<file path="config.mk">
export PLATFORM = sky130hd
export DESIGN_NAME = bit_field_packer_unpacker_flat
export DESIGN_NICKNAME = d
export VERILOG_FILES = /design/src/rtl/bfpu_pkg.sv /design/src/rtl/bfpu_if.sv /design/src/rtl/bfpu_ram.sv /design/src/rtl/bfpu_ctrl.sv /design/src/rtl/bfpu_dp.sv /design/src/rtl/bit_field_packer_unpacker.sv /design/src/flat_wrapper.sv
export SDC_FILE = /design/constraint.sdc
export NUM_CORES = 2
export LEC_CHECK = 0
export CAP_MARGIN = 20
export CELL_PAD_IN_SITES_DETAIL_PLACEMENT = 0
export CELL_PAD_IN_SITES_GLOBAL_PLACEMENT = 1
export CORE_UTILIZATION = 26
export DETAILED_ROUTE_END_ITERATION = 10
export DONT_BUFFER_PORTS = 1
export GPL_ROUTABILITY_DRIVEN = 0
export PLACE_DENSITY_LB_ADDON = 0.1
export SLEW_MARGIN = 5
export SYNTH_ARGS = -nofsm -noshare
export SYNTH_HDL_FRONTEND = slang
export SYNTH_SLANG_ARGS = --single-unit
</file>
<file path="constraint.sdc">
create_clock -name i_clk -period 8.49 [get_ports i_clk]
set_clock_uncertainty 0.1 [all_clocks]
set_input_delay 2.1225 -clock i_clk [delete_from_list [all_inputs] [get_ports i_clk]]
set_output_delay 2.1225 -clock i_clk [all_outputs]
set_load 0.01 [all_outputs]
</file>
<file path="src/rtl/bfpu_pkg.sv">
// Shared types and constants for the bit field packer/unpacker.
// Used by the channel interfaces, controller, datapath and top level.
package bfpu_pkg;

    localparam int KIND_W    = 2;
    localparam int COUNT_W   = 6;
    localparam int VALUE_W   = 32;
    localparam int POS_W     = 12;
    localparam int ADDR_W    = 8;
    localparam int DATA_W    = 8;
    localparam int STATUS_W  = 2;
    localparam int BYTE_W    = 8;
    localparam int BANKS     = 4;
    localparam int BANK_W    = 2;
    localparam int WINDOW_W  = 32;

    typedef enum logic [KIND_W-1:0] {
        KIND_SET = 2'd0,
        KIND_PUT = 2'd1,
        KIND_GET = 2'd2,
        KIND_RAW = 2'd3
    } t_kind;

    typedef enum logic [STATUS_W-1:0] {
        ST_OK     = 2'd0,
        ST_WINDOW = 2'd1,
        ST_END    = 2'd2
    } t_status;

    // controller -> datapath
    typedef struct packed {
        logic accept;      // input transaction taken this cycle
        logic finish;      // complete item: write back, load output register
        logic clear_step;  // zero one buffer row
    } t_ctrl_cmd;

    // datapath -> controller
    typedef struct packed {
        logic clear_last;  // current clear row is the final one
    } t_dp_stat;

endpackage

</file>
<file path="src/rtl/bfpu_if.sv">
// Valid/ready channel interfaces for the bit field packer/unpacker.
// Depends on bfpu_pkg for field widths.
interface bfpu_in_if;
    import bfpu_pkg::*;
    logic                 valid;
    logic                 ready;
    logic [KIND_W-1:0]    kind;
    logic [COUNT_W-1:0]   bit_count;
    logic [VALUE_W-1:0]   field_value;
    logic [POS_W-1:0]     new_position;
    logic [ADDR_W-1:0]    byte_address;
    logic [DATA_W-1:0]    byte_data;

    modport source (output valid, kind, bit_count, field_value, new_position,
                    byte_address, byte_data, input ready);
    modport sink   (input valid, kind, bit_count, field_value, new_position,
                    byte_address, byte_data, output ready);
endinterface

interface bfpu_out_if;
    import bfpu_pkg::*;
    logic                 valid;
    logic                 ready;
    logic [VALUE_W-1:0]   read_value;
    logic [STATUS_W-1:0]  status;
    logic [POS_W-1:0]     cursor_now;

    modport source (output valid, read_value, status, cursor_now, input ready);
    modport sink   (input valid, read_value, status, cursor_now, output ready);
endinterface

</file>
<file path="src/rtl/bfpu_ram.sv">
// Generic single-write, single-read RAM with registered read data.
// No dependencies.
module bfpu_ram #(
    parameter int WIDTH = 8,
    parameter int DEPTH = 64
) (
    input  logic                                 i_clk,
    input  logic                                 i_we,
    input  logic [(DEPTH > 1 ? $clog2(DEPTH) : 1)-1:0] i_waddr,
    input  logic [WIDTH-1:0]                     i_wdata,
    input  logic                                 i_re,
    input  logic [(DEPTH > 1 ? $clog2(DEPTH) : 1)-1:0] i_raddr,
    output logic [WIDTH-1:0]                     o_rdata
);
    logic [WIDTH-1:0] r_mem [DEPTH];
    logic [WIDTH-1:0] r_rdata;

    always_ff @(posedge i_clk) begin
        if (i_we) begin
            r_mem[i_waddr] <= i_wdata;
        end
        if (i_re) begin
            r_rdata <= r_mem[i_raddr];
        end
    end

    assign o_rdata = r_rdata;
endmodule

</file>
<file path="src/rtl/bfpu_ctrl.sv">
// Controller: clear sweep after reset, accept/execute sequencing, output valid.
// Depends on bfpu_pkg for the command and status structs.
module bfpu_ctrl (
    input  logic                 i_clk,
    input  logic                 i_rst_n,
    input  logic                 i_in_valid,
    output logic                 o_in_ready,
    input  logic                 i_out_ready,
    output logic                 o_out_valid,
    output bfpu_pkg::t_ctrl_cmd  o_cmd,
    input  bfpu_pkg::t_dp_stat   i_stat
);
    import bfpu_pkg::*;

    typedef enum logic [1:0] {
        S_CLEAR,
        S_IDLE,
        S_EXEC
    } t_state;

    t_state r_state;
    logic   r_out_valid;

    assign o_in_ready       = (r_state == S_IDLE);
    assign o_cmd.accept     = i_in_valid && o_in_ready;
    // output slot free, or its transaction completes this cycle
    assign o_cmd.finish     = (r_state == S_EXEC) && (!r_out_valid || i_out_ready);
    assign o_cmd.clear_step = (r_state == S_CLEAR);
    assign o_out_valid      = r_out_valid;

    always_ff @(posedge i_clk) begin
        if (!i_rst_n) begin
            r_state     <= S_CLEAR;
            r_out_valid <= 1'b0;
        end else begin
            unique case (r_state)
                S_CLEAR: begin
                    if (i_stat.clear_last) begin
                        r_state <= S_IDLE;
                    end
                end
                S_IDLE: begin
                    if (o_cmd.accept) begin
                        r_state <= S_EXEC;
                    end
                end
                S_EXEC: begin
                    if (o_cmd.finish) begin
                        r_state <= S_IDLE;
                    end
                end
                default: r_state <= S_CLEAR;
            endcase

            if (o_cmd.finish) begin
                r_out_valid <= 1'b1;
            end else if (i_out_ready) begin
                r_out_valid <= 1'b0;
            end
        end
    end

`ifndef SYNTHESIS
    a_accept_to_exec: assert property (@(posedge i_clk) disable iff (!i_rst_n)
        (i_in_valid && o_in_ready) |=> (r_state == S_EXEC))
        else $error("accepted item did not enter execute");

    a_valid_from_exec: assert property (@(posedge i_clk) disable iff (!i_rst_n)
        $rose(o_out_valid) |-> $past(r_state == S_EXEC))
        else $error("result raised without an item in execute");

    a_exec_stall_holds: assert property (@(posedge i_clk) disable iff (!i_rst_n)
        (r_state == S_EXEC && o_out_valid && !i_out_ready)
        |=> (r_state == S_EXEC && o_out_valid))
        else $error("blocked result lost while item waits");
`endif
endmodule

</file>
<file path="src/rtl/bfpu_dp.sv">
// Datapath: cursor, window checks, four byte-interleaved buffer banks,
// field insert/extract and output payload register.
// Depends on bfpu_pkg and bfpu_ram.
module bfpu_dp #(
    parameter int BUFFER_BYTES = 256
) (
    input  logic                          i_clk,
    input  logic                          i_rst_n,
    input  bfpu_pkg::t_ctrl_cmd           i_cmd,
    output bfpu_pkg::t_dp_stat            o_stat,
    input  logic [bfpu_pkg::KIND_W-1:0]   i_kind,
    input  logic [bfpu_pkg::COUNT_W-1:0]  i_bit_count,
    input  logic [bfpu_pkg::VALUE_W-1:0]  i_field_value,
    input  logic [bfpu_pkg::POS_W-1:0]    i_new_position,
    input  logic [bfpu_pkg::ADDR_W-1:0]   i_byte_address,
    input  logic [bfpu_pkg::DATA_W-1:0]   i_byte_data,
    output logic [bfpu_pkg::VALUE_W-1:0]  o_read_value,
    output logic [bfpu_pkg::STATUS_W-1:0] o_status,
    output logic [bfpu_pkg::POS_W-1:0]    o_cursor_now
);
    import bfpu_pkg::*;

    localparam int ROWS     = (BUFFER_BYTES + BANKS - 1) / BANKS;
    localparam int RW       = (ROWS > 1) ? $clog2(ROWS) : 1;
    localparam int BUF_BITS = 8 * BUFFER_BYTES;
    localparam int BA_W     = POS_W - 2;   // byte address of cursor window, +3 fits

    // cursor and clear sweep
    logic [POS_W-1:0] r_cursor;
    logic [RW-1:0]    r_clr_row;

    // accept-stage decode
    t_kind                 w_kind;
    logic [2:0]            w_off;
    logic [BA_W-1:0]       w_base;
    logic [6:0]            w_win_sum;
    logic [POS_W:0]        w_end_sum;
    logic                  w_win_err;
    logic                  w_end_err;
    t_status               w_status;
    logic [COUNT_W-1:0]    w_shift;
    logic [WINDOW_W-1:0]   w_mask;
    logic [WINDOW_W-1:0]   w_placed;
    logic                  w_raw_ok;
    logic [31:0]           w_raw_row;
    logic [BA_W-1:0]       w_addr  [BANKS];
    logic [31:0]           w_row32 [BANKS];
    logic [RW-1:0]         w_row   [BANKS];
    logic [BANKS-1:0]      w_bank_ok;
    logic [BYTE_W-1:0]     w_pbyte [BANKS];

    // execute-stage registers
    logic [RW-1:0]         r_row   [BANKS];
    logic [BANKS-1:0]      r_wen;
    logic [BYTE_W-1:0]     r_wbyte [BANKS];
    logic [BANKS-1:0]      r_bank_ok;
    logic                  r_merge;
    logic                  r_get_ok;
    logic [BANK_W-1:0]     r_base_lo;
    logic [COUNT_W-1:0]    r_shift;
    logic [WINDOW_W-1:0]   r_mask;
    t_status               r_status;

    // output payload
    logic [VALUE_W-1:0]    r_out_value;
    logic [STATUS_W-1:0]   r_out_status;
    logic [POS_W-1:0]      r_out_cursor;

    // bank ports
    logic [BANKS-1:0]      w_we;
    logic [RW-1:0]         w_waddr [BANKS];
    logic [BYTE_W-1:0]     w_wdata [BANKS];
    logic [BYTE_W-1:0]     w_rdata [BANKS];
    logic [WINDOW_W-1:0]   w_window;
    logic [VALUE_W-1:0]    w_read_value;

    assign w_kind    = t_kind'(i_kind);
    assign w_off     = r_cursor[2:0];
    assign w_base    = {1'b0, r_cursor[POS_W-1:3]};
    assign w_win_sum = {4'b0, w_off} + {1'b0, i_bit_count};
    assign w_end_sum = {1'b0, r_cursor} + {{(POS_W + 1 - COUNT_W){1'b0}}, i_bit_count};
    assign w_win_err = (w_win_sum > 7'(WINDOW_W));
    assign w_end_err = ({{(31 - POS_W){1'b0}}, w_end_sum} > 32'(BUF_BITS));
    assign w_shift   = COUNT_W'(7'(WINDOW_W) - w_win_sum);
    assign w_mask    = ~({WINDOW_W{1'b1}} << i_bit_count);
    assign w_placed  = (i_field_value & w_mask) << w_shift;
    assign w_raw_ok  = ({24'b0, i_byte_address} < 32'(BUFFER_BYTES));
    assign w_raw_row = {26'b0, i_byte_address[ADDR_W-1:2]};

    always_comb begin
        if (w_kind == KIND_PUT || w_kind == KIND_GET) begin
            priority if (w_win_err) w_status = ST_WINDOW;
            else if (w_end_err)     w_status = ST_END;
            else                    w_status = ST_OK;
        end else begin
            w_status = ST_OK;
        end
    end

    // bank j holds window byte k where (base + k) mod 4 == j
    always_comb begin
        for (int j = 0; j < BANKS; j++) begin
            w_addr[j]    = w_base + BA_W'(BANK_W'(j[BANK_W-1:0] - w_base[BANK_W-1:0]));
            w_row32[j]   = {{(32 - BA_W + 2){1'b0}}, w_addr[j][BA_W-1:2]};
            w_row[j]     = w_row32[j][RW-1:0];
            w_bank_ok[j] = ({{(32 - BA_W){1'b0}}, w_addr[j]} < 32'(BUFFER_BYTES));
            w_pbyte[j]   = w_placed[BYTE_W * (BANKS - 1 - int'(BANK_W'(j[BANK_W-1:0]
                                     - w_base[BANK_W-1:0]))) +: BYTE_W];
        end
    end

    always_ff @(posedge i_clk) begin
        if (!i_rst_n) begin
            r_cursor  <= '0;
            r_clr_row <= '0;
        end else begin
            if (i_cmd.clear_step) begin
                r_clr_row <= r_clr_row + RW'(1);
            end
            if (i_cmd.accept) begin
                if (w_kind == KIND_SET) begin
                    r_cursor <= i_new_position;
                end else if ((w_kind == KIND_PUT || w_kind == KIND_GET)
                             && w_status == ST_OK) begin
                    r_cursor <= w_end_sum[POS_W-1:0];
                end
            end
        end
    end

    always_ff @(posedge i_clk) begin
        if (i_cmd.accept) begin
            r_merge   <= (w_kind == KIND_PUT);
            r_get_ok  <= (w_kind == KIND_GET) && (w_status == ST_OK);
            r_base_lo <= w_base[BANK_W-1:0];
            r_shift   <= w_shift;
            r_mask    <= w_mask;
            r_status  <= w_status;
            r_bank_ok <= w_bank_ok;
            for (int j = 0; j < BANKS; j++) begin
                unique case (w_kind)
                    KIND_RAW: begin
                        r_row[j]   <= w_raw_row[RW-1:0];
                        r_wbyte[j] <= i_byte_data;
                        r_wen[j]   <= w_raw_ok
                                      && (i_byte_address[BANK_W-1:0] == BANK_W'(j));
                    end
                    KIND_PUT: begin
                        r_row[j]   <= w_row[j];
                        r_wbyte[j] <= w_pbyte[j];
                        r_wen[j]   <= w_bank_ok[j] && (w_status == ST_OK);
                    end
                    KIND_SET, KIND_GET: begin
                        r_row[j]   <= w_row[j];
                        r_wbyte[j] <= w_pbyte[j];
                        r_wen[j]   <= 1'b0;
                    end
                    default: begin
                        r_row[j]   <= w_row[j];
                        r_wbyte[j] <= w_pbyte[j];
                        r_wen[j]   <= 1'b0;
                    end
                endcase
            end
        end
    end

    // write port: clear sweep, else write-back at finish
    always_comb begin
        for (int j = 0; j < BANKS; j++) begin
            if (i_cmd.clear_step) begin
                w_we[j]    = 1'b1;
                w_waddr[j] = r_clr_row;
                w_wdata[j] = '0;
            end else begin
                w_we[j]    = i_cmd.finish && r_wen[j];
                w_waddr[j] = r_row[j];
                w_wdata[j] = r_merge ? (w_rdata[j] | r_wbyte[j]) : r_wbyte[j];
            end
        end
    end

    for (genvar g = 0; g < BANKS; g++) begin : g_bank
        bfpu_ram #(
            .WIDTH (BYTE_W),
            .DEPTH (ROWS)
        ) u_ram (
            .i_clk   (i_clk),
            .i_we    (w_we[g]),
            .i_waddr (w_waddr[g]),
            .i_wdata (w_wdata[g]),
            .i_re    (i_cmd.accept),
            .i_raddr (w_row[g]),
            .o_rdata (w_rdata[g])
        );
    end

    // window byte k comes from bank (base + k) mod 4; bytes past the end read zero
    always_comb begin
        for (int k = 0; k < BANKS; k++) begin
            w_window[BYTE_W * (BANKS - 1 - k) +: BYTE_W] =
                r_bank_ok[BANK_W'(r_base_lo + BANK_W'(k))]
                ? w_rdata[BANK_W'(r_base_lo + BANK_W'(k))] : '0;
        end
    end

    assign w_read_value = r_get_ok ? ((w_window >> r_shift) & r_mask) : '0;

    always_ff @(posedge i_clk) begin
        if (i_cmd.finish) begin
            r_out_value  <= w_read_value;
            r_out_status <= r_status;
            r_out_cursor <= r_cursor;
        end
    end

    assign o_stat.clear_last = (r_clr_row == RW'(ROWS - 1));
    assign o_read_value      = r_out_value;
    assign o_status          = r_out_status;
    assign o_cursor_now      = r_out_cursor;
endmodule

</file>
<file path="src/rtl/bit_field_packer_unpacker.sv">
// MSB-first bit field packer/unpacker over a byte buffer with a bit cursor.
// Result: finish loads the output register; it waits while a result is unread.
// Each item: bank read, then write-back/extract; no new item is taken meanwhile.
// Reset: cursor cleared; the buffer is zeroed by a sweep of ceil(BUFFER_BYTES/4)
// rows (64 at the default size) during which the input is not ready.
// Depends on bfpu_pkg, bfpu_if, bfpu_ctrl, bfpu_dp, bfpu_ram.
module bit_field_packer_unpacker #(
    parameter int BUFFER_BYTES = 256
) (
    input  logic          i_clk,
    input  logic          i_rst_n,
    bfpu_in_if.sink       i_in,
    bfpu_out_if.source    o_out
);
    import bfpu_pkg::*;

    t_ctrl_cmd w_cmd;
    t_dp_stat  w_stat;

    bfpu_ctrl u_ctrl (
        .i_clk       (i_clk),
        .i_rst_n     (i_rst_n),
        .i_in_valid  (i_in.valid),
        .o_in_ready  (i_in.ready),
        .i_out_ready (o_out.ready),
        .o_out_valid (o_out.valid),
        .o_cmd       (w_cmd),
        .i_stat      (w_stat)
    );

    bfpu_dp #(
        .BUFFER_BYTES (BUFFER_BYTES)
    ) u_dp (
        .i_clk          (i_clk),
        .i_rst_n        (i_rst_n),
        .i_cmd          (w_cmd),
        .o_stat         (w_stat),
        .i_kind         (i_in.kind),
        .i_bit_count    (i_in.bit_count),
        .i_field_value  (i_in.field_value),
        .i_new_position (i_in.new_position),
        .i_byte_address (i_in.byte_address),
        .i_byte_data    (i_in.byte_data),
        .o_read_value   (o_out.read_value),
        .o_status       (o_out.status),
        .o_cursor_now   (o_out.cursor_now)
    );
endmodule
</file>
<file path="src/flat_wrapper.sv">
// flat-port wrapper written by rule: the top's interface ports become plain ports
module bit_field_packer_unpacker_flat import bfpu_pkg::*;
#(
    parameter int BUFFER_BYTES = 256
)
  (i_clk, i_rst_n, i_in_valid, i_in_kind, i_in_bit_count, i_in_field_value, i_in_new_position, i_in_byte_address, i_in_byte_data, i_in_ready, o_out_valid, o_out_read_value, o_out_status, o_out_cursor_now, o_out_ready);
  bfpu_in_if i_in_i ();
  bfpu_out_if o_out_i ();
  input  logic i_clk;
  input  logic i_rst_n;
  input wire logic [$bits(i_in_i.valid)-1:0] i_in_valid;
  input wire logic [$bits(i_in_i.kind)-1:0] i_in_kind;
  input wire logic [$bits(i_in_i.bit_count)-1:0] i_in_bit_count;
  input wire logic [$bits(i_in_i.field_value)-1:0] i_in_field_value;
  input wire logic [$bits(i_in_i.new_position)-1:0] i_in_new_position;
  input wire logic [$bits(i_in_i.byte_address)-1:0] i_in_byte_address;
  input wire logic [$bits(i_in_i.byte_data)-1:0] i_in_byte_data;
  output wire logic [$bits(i_in_i.ready)-1:0] i_in_ready;
  output wire logic [$bits(o_out_i.valid)-1:0] o_out_valid;
  output wire logic [$bits(o_out_i.read_value)-1:0] o_out_read_value;
  output wire logic [$bits(o_out_i.status)-1:0] o_out_status;
  output wire logic [$bits(o_out_i.cursor_now)-1:0] o_out_cursor_now;
  input wire logic [$bits(o_out_i.ready)-1:0] o_out_ready;
  assign i_in_i.valid = i_in_valid;
  assign i_in_i.kind = i_in_kind;
  assign i_in_i.bit_count = i_in_bit_count;
  assign i_in_i.field_value = i_in_field_value;
  assign i_in_i.new_position = i_in_new_position;
  assign i_in_i.byte_address = i_in_byte_address;
  assign i_in_i.byte_data = i_in_byte_data;
  assign i_in_ready = i_in_i.ready;
  assign o_out_valid = o_out_i.valid;
  assign o_out_read_value = o_out_i.read_value;
  assign o_out_status = o_out_i.status;
  assign o_out_cursor_now = o_out_i.cursor_now;
  assign o_out_i.ready = o_out_ready;
  bit_field_packer_unpacker #(.BUFFER_BYTES(BUFFER_BYTES)) u_core (.i_clk(i_clk), .i_rst_n(i_rst_n), .i_in(i_in_i), .o_out(o_out_i));
endmodule
</file>
# Yosys cells after proc, flatten, opt, wreduce, memory -nomap -nowiden
# Memory sizes are Yosys's and may differ from the RTL's. A register that Yosys moved wholly into a read port is not among the register bits.
# Index checks and enable logic that the tools add are counted.
[totals]
register_bits = 119
latch_bits = 0
ram_bits = 2104
mem_bits_ro = 0
input_bits = 72
out_inout_bits = 48
elab_cells = 212
mem_count = 6
[memory_table]
columns = ["name", "depth", "width", "rd", "rd_ports_with_merged_regs", "write_ports", "line_no", "rtl"]
rows = [
  ["u_core.u_dp.g_bank[0].u_ram.r_mem", 64, 8, 1, 1, 1, "bfpu_ram.sv:15", "logic [WIDTH-1:0] r_mem [DEPTH];"],
  ["u_core.u_dp.g_bank[1].u_ram.r_mem", 64, 8, 1, 1, 1, "bfpu_ram.sv:15", ""],
  ["u_core.u_dp.g_bank[2].u_ram.r_mem", 64, 8, 1, 1, 1, "bfpu_ram.sv:15", ""],
  ["u_core.u_dp.g_bank[3].u_ram.r_mem", 64, 8, 1, 1, 1, "bfpu_ram.sv:15", ""],
  ["u_core.u_dp.r_wbyte", 4, 8, 4, 0, 4, "bfpu_dp.sv:55", "logic [BYTE_W-1:0] r_wbyte [BANKS];"],
  ["u_core.u_dp.r_row", 4, 6, 4, 0, 4, "bfpu_dp.sv:53", "logic [RW-1:0] r_row [BANKS];"],
]
[classes]
addsub = 19
n_mul = 0
div_mod_pow = 0
n_lt_le_gt_ge = 14
n_eq_ne = 12
shift = 7
mux = 88
n_bitwise = 27
n_reduce_logical = 24
[ops]
columns = ["operator", "n"]
rows = [
  ["8-bit two-way mux", 28],
  ["32-bit by 6-bit indexed part select with 8-bit output", 4],
  ["6-bit two-way mux", 12],
  ["32-bit AND", 2],
  ["8-bit binary-select mux with 2-bit select", 4],
  ["9-bit by 2-bit adder with 10-bit output", 4],
  ["10-bit by 9-bit less-than comparator with 1-bit output, second input constant", 4],
  ["32-bit NOT", 1],
  ["8-bit OR", 4],
  ["32-bit by 6-bit left shift with 32-bit output", 1],
  ["32-bit by 6-bit left shift with 32-bit output, first input constant", 1],
  ["32-bit by 6-bit >> shifter with 32-bit output", 1],
  ["1-bit two-way mux", 27],
  ["12-bit two-way mux", 2],
  ["1-bit OR", 16],
  ["12-bit by 6-bit adder with 13-bit output", 1],
  ["13-bit by 12-bit > comparator with 1-bit output, second input constant", 1],
  ["3-bit >= comparator, second input constant", 4],
  ["1-bit logical AND", 12],
  ["2-bit by 3-bit less-than comparator with 1-bit output, second input constant", 4],
  ["2-bit two-way mux", 6],
  ["2-bit NOT with 3-bit output", 4],
  ["1-bit case mux with 3 select lines", 4],
  ["2-bit by 2-bit subtractor with 3-bit output, first input constant", 4],
  ["22 further kinds", 40],
]

# Logic depth before layout (Yosys ltp)
[depth]
depth_word = 9
depth_mapped = 16
depth_no_buf = 13

# Modules after synthesis
# Synthesis repeated with hierarchy kept, for this count alone.
[unflattened]
cells_unflattened = 5283
area_unflattened_um2 = 94939.8
[by_module_without_submodules]
columns = ["module", "n_inst", "cells_each", "area_per_inst_um2"]
rows = [
  ["bfpu_ram", 4, 940, 20246.9],
  ["bfpu_dp", 1, 1506, 13785.7],
  ["bfpu_ctrl", 1, 17, 166.4],
]

# Worst setup path before layout
# OpenSTA, ideal clock, no wires.
[synth_timing]
kind = "input to register"
from = "input port i_in_valid"
to = "memory u_core.u_dp.r_row[0][0] (netlist bit), enable pin"
setup_ns = 0.400
arrival_ns = 7.061
required_ns = 7.990
setup_slack_ns = 0.929
path_stages = 6
n_path_buf = 3
cell_sequence = "and3_1 -> clkbuf_1 -> o31ai_1 -> clkbuf_1 -> clkbuf_1 -> nand2_1"
[synth_lines]
columns = ["element", "line_no", "rtl"]
rows = [
  ["from (decl)", "flat_wrapper.sv:11", "input wire logic [$bits(i_in_i.valid)-1:0] i_in_valid;"],
  ["to (decl)", "bfpu_dp.sv:53", ""],
]

==> metrics.cfg <==
[outcome]
outcome=finished, final reports clean

[critical_path]
cp-end-kind=flip-flop
worstPathArrival_ps=6420
path_class=in -> reg
cp_cell_sequence=ha_2 -> inv_1 -> fa_1 -> ha_1 -> xnor3_1 -> buf_4 -> inv_2 -> nor2_1 -> o21ai_0 -> nand3_1 -> nor2_1 -> o31ai_1 -> a22oi_1 -> a21oi_1
crit_required_ps=9110
slowest_delay_ps=720
cp_slowest_cell=nor2_1
critPathMaxFanout=32
cp_common_cell=nor2_1
crit_path_start_kind=input port

[global_routing]
grt_overflow=0
grt_pass1_wl_um=431900
antenna_found_initial=24
grt_pass1_vias=52450
grt_usage_pct=16.60
grt_max_degree=131

[sta]
max_freq_mhz=172.3
slew_viol_final=0
fin_crit_sh_pct=68.37
fin_crit_ps=5804
finalHoldViolations=0
rsz0062_at_grt=no
finalSetupTns_ps=0
tightest_slew_ps=1181
setup_viol=0
slew_headroom_pct=20.98

[synth]
syn_inst=5217
yosysSeqAreaShare_pct=71.42
avgSynthCellArea_um2=18.12
synth_flop_cell=edfxtp_1
syn_nets=5308
ys_types=105
ys_ff_latch=2255
yosysWarningCount=0
ys_async_sr_fraction_pct=0
synthesis.area_um2=94520
synth_edf_count=2234

[clocking]
cts.sinks=2255
cts_max_level=5
cts_tree=done
cts_buffer_depth=4
post_cts_buffers=0
cts_hold_buf=0
clock_latency_ps=890
cts_resized=0
clk_pin_slew_worst_paths_ps=60
cts_root_buf=clkbuf_16
cts_made_buffers=274

[power]
p_leak_nw=37.80
ir_drop_mv=0.1221
cellPowerDensity_nw_per_um2=221.3

[cells_and_area]
area.growth.synth_to_final_pct=15.59
final_area_um2=109300
drive_above_1_share_pct=22.71
fill_cells=35240
final_common_cell=edfxtp_1
finalNetCount=5385
final_cell_mix=edfxtp_1 (2234), mux4_2 (618), nor2_1 (398), nand2_1 (333), clkbuf_16 (281)

[run]
maxCapViolCount=0

[placement]
port_buffers=0
dp_hpwl_um=198500
placed_area_um2=100600

[drt]
via_count=50540
wl_per_cell_um=29.91
final_antenna_net_count=0
drt_iter0_drc=4080
firstDrtPassIters=5
via_per_inst=4.904
wirelength_um=308300
drc_errors=0

[floorplanning]
dieArea_um2=366000
rows=221
core_area_um2=362000
initial_core_util_pct=26.11
fp.dieW_um=604.9
die_y_um=604.9
ios=120

[hold_path]
hp-class=reg -> reg

[per-layer routing]
| metal | wire, um | vias to the layer above | part of all wire (%) | global-route usage (%) |
|---|---|---|---|---|
| met1 | 145500 | 27320 | 47 | 23.91 |
| li1 | - | 21650 | - | - |
| met4 | 6894 | 8 | 2.2 | 3.612 |
| met3 | 13470 | 364 | 4.4 | 2.576 |
| met5 | 46 | - | 0.015 | 0 |
| met2 | 142400 | 1202 | 46 | 26.35 |
[logic make-up (layout without fill, tap and decap cells)]
family / after synthesis / after routing / share of synthesized area, %
mux: 720 / 720 / 15.82
other cells: 0 / 13 / 0
simple gates: 1135 / 1135 / 5.400
xor+xnor: 31 / 31 / 0.3336
buf+inv: 365 / 647 / 1.677
flops: 2255 / 2255 / 71.42
compound gates: 692 / 692 / 5.089
fa+ha+maj: 19 / 19 / 0.2595
[cell type report]
| type | count | area (um^2) | share of cell area [%] |
|---|---|---|---|
| flip-flops and latches | 2255 | 67520 | 61.80 |
| clock inverters | 143 | 1373 | 1.256 |
| multi-input cells | 2597 | 25870 | 23.68 |
| well taps | 4794 | 5998 | 5.490 |
| clock buffers | 338 | 7246 | 6.632 |
| inverters | 45 | 168.9 | 0.1546 |
| diodes | 13 | 32.53 | 0.02978 |
| repair buffers | 121 | 1045 | 0.9563 |
[worst paths after layout]
kind                           startpoint                                      to  slack, ps  cells after the start
hold / removal    u_core.u_dp.r_status[0]                 u_core.u_dp.o_status[0]        320                      0
hold reg to reg   u_core.u_dp.r_status[0]                 u_core.u_dp.o_status[0]        320                      0
setup / recovery        i_in_bit_count[0]               u_core.u_dp.r_wbyte[2][5]       2690                     14
setup reg to reg  u_core.u_dp.r_cursor[3]  u_core.u_dp.g_bank[0].u_ram.o_rdata[5]       2840                     11
[flip-flops by register name (all words and copies together) (netlist names)]
signal and count:
u_core.u_dp.g_bank.u_ram.r_mem 2048, u_core.u_dp.g_bank.u_ram.o_rdata 32, u_core.u_dp.r_wbyte 32, u_core.u_dp.r_base_lo 2, u_core.u_dp.o_cursor_now 12, u_core.u_dp.r_bank_ok 4
u_core.u_dp.r_cursor 12, u_core.u_dp.r_mask 32, u_core.u_dp.o_status 2, u_core.u_dp.r_status 2, u_core.u_dp.r_merge 1, u_core.u_dp.r_shift 6
u_core.u_dp.r_row 24, u_core.u_dp.o_read_value 32, u_core.u_dp.r_get_ok 1, u_core.u_dp.r_clr_row 6, u_core.u_ctrl.r_state 2, u_core.u_ctrl.o_out_valid 1
u_core.u_dp.r_wen 4
[critical path, delay by kind of cell]
family                   cells  cell delay [ps]
AO/OA/AOI/OAI                4             1070
XOR/XNOR                     1              260
adder cells (fa/ha/maj)      3             1210
buffers and inverters        3              690
AND/OR/NAND/NOR              3             1020
[power by group]
| part | switching (W) | total [W] | internal, W |
|---|---|---|---|
| clock | 0.00475 | 0.0115 | 0.00672 |
| sequential | 0.0000144 | 0.0121 | 0.0121 |
| combinational | 0.000400 | 0.000566 | 0.000166 |
| total | 0.00516 | 0.0242 | 0.0190 |
[per-stage QoR]
stage	hold slack, ps	utilization [%]	power [W]	setup slack (ps)	cells
2_1_floorplan	300.3	-	0.01271	928.8	5217
3_3_place_gp	309.9	27.78	0.01294	1913	9806
3_5_place_dp	308.9	27.79	0.01294	1981	9808
4_1_cts	311.0	30.17	0.02453	2768	10290
5_1_grt	343.4	30.18	0.02495	2373	10300
6_report	316.9	30.18	0.02417	2686	10310
[Yosys cell counts, types with 14 or more instances]
| master | count | area (um^2) |
|---|---|---|
| nor3_1 | 55 | 275.3 |
| mux2i_1 | 89 | 890.9 |
| xnor2_1 | 15 | 131.4 |
| o22ai_1 | 39 | 244.0 |
| o32ai_1 | 37 | 324.1 |
| inv_1 | 35 | 131.4 |
| nor2_1 | 431 | 1618 |
| dfxtp_1 | 21 | 420.4 |
| a211oi_1 | 51 | 382.9 |
| nand3_1 | 96 | 480.5 |
| nand2_1 | 336 | 1261 |
| clkbuf_1 | 146 | 548.0 |
| ha_1 | 18 | 225.2 |
| o211ai_1 | 32 | 240.2 |
| edfxtp_1 | 2234 | 67080 |
| mux4_2 | 618 | 13920 |
| nand4_1 | 22 | 137.6 |
| a22oi_1 | 14 | 105.1 |
| or2_2 | 14 | 87.58 |
| buf_1 | 39 | 146.4 |
| and3_1 | 28 | 175.2 |
| or3_1 | 19 | 118.9 |
| nand2b_1 | 26 | 162.7 |
| o21ai_0 | 110 | 550.5 |
| buf_4 | 16 | 120.1 |
| a31oi_1 | 34 | 212.7 |
| buf_2 | 115 | 575.6 |
| nor2b_1 | 23 | 143.9 |
| a21oi_1 | 149 | 745.7 |
| o31ai_1 | 28 | 210.2 |
| a21o_1 | 20 | 150.1 |
| o221ai_1 | 14 | 122.6 |
| and2_1 | 18 | 112.6 |
Note: power is estimated with default switching activity, not from simulation.
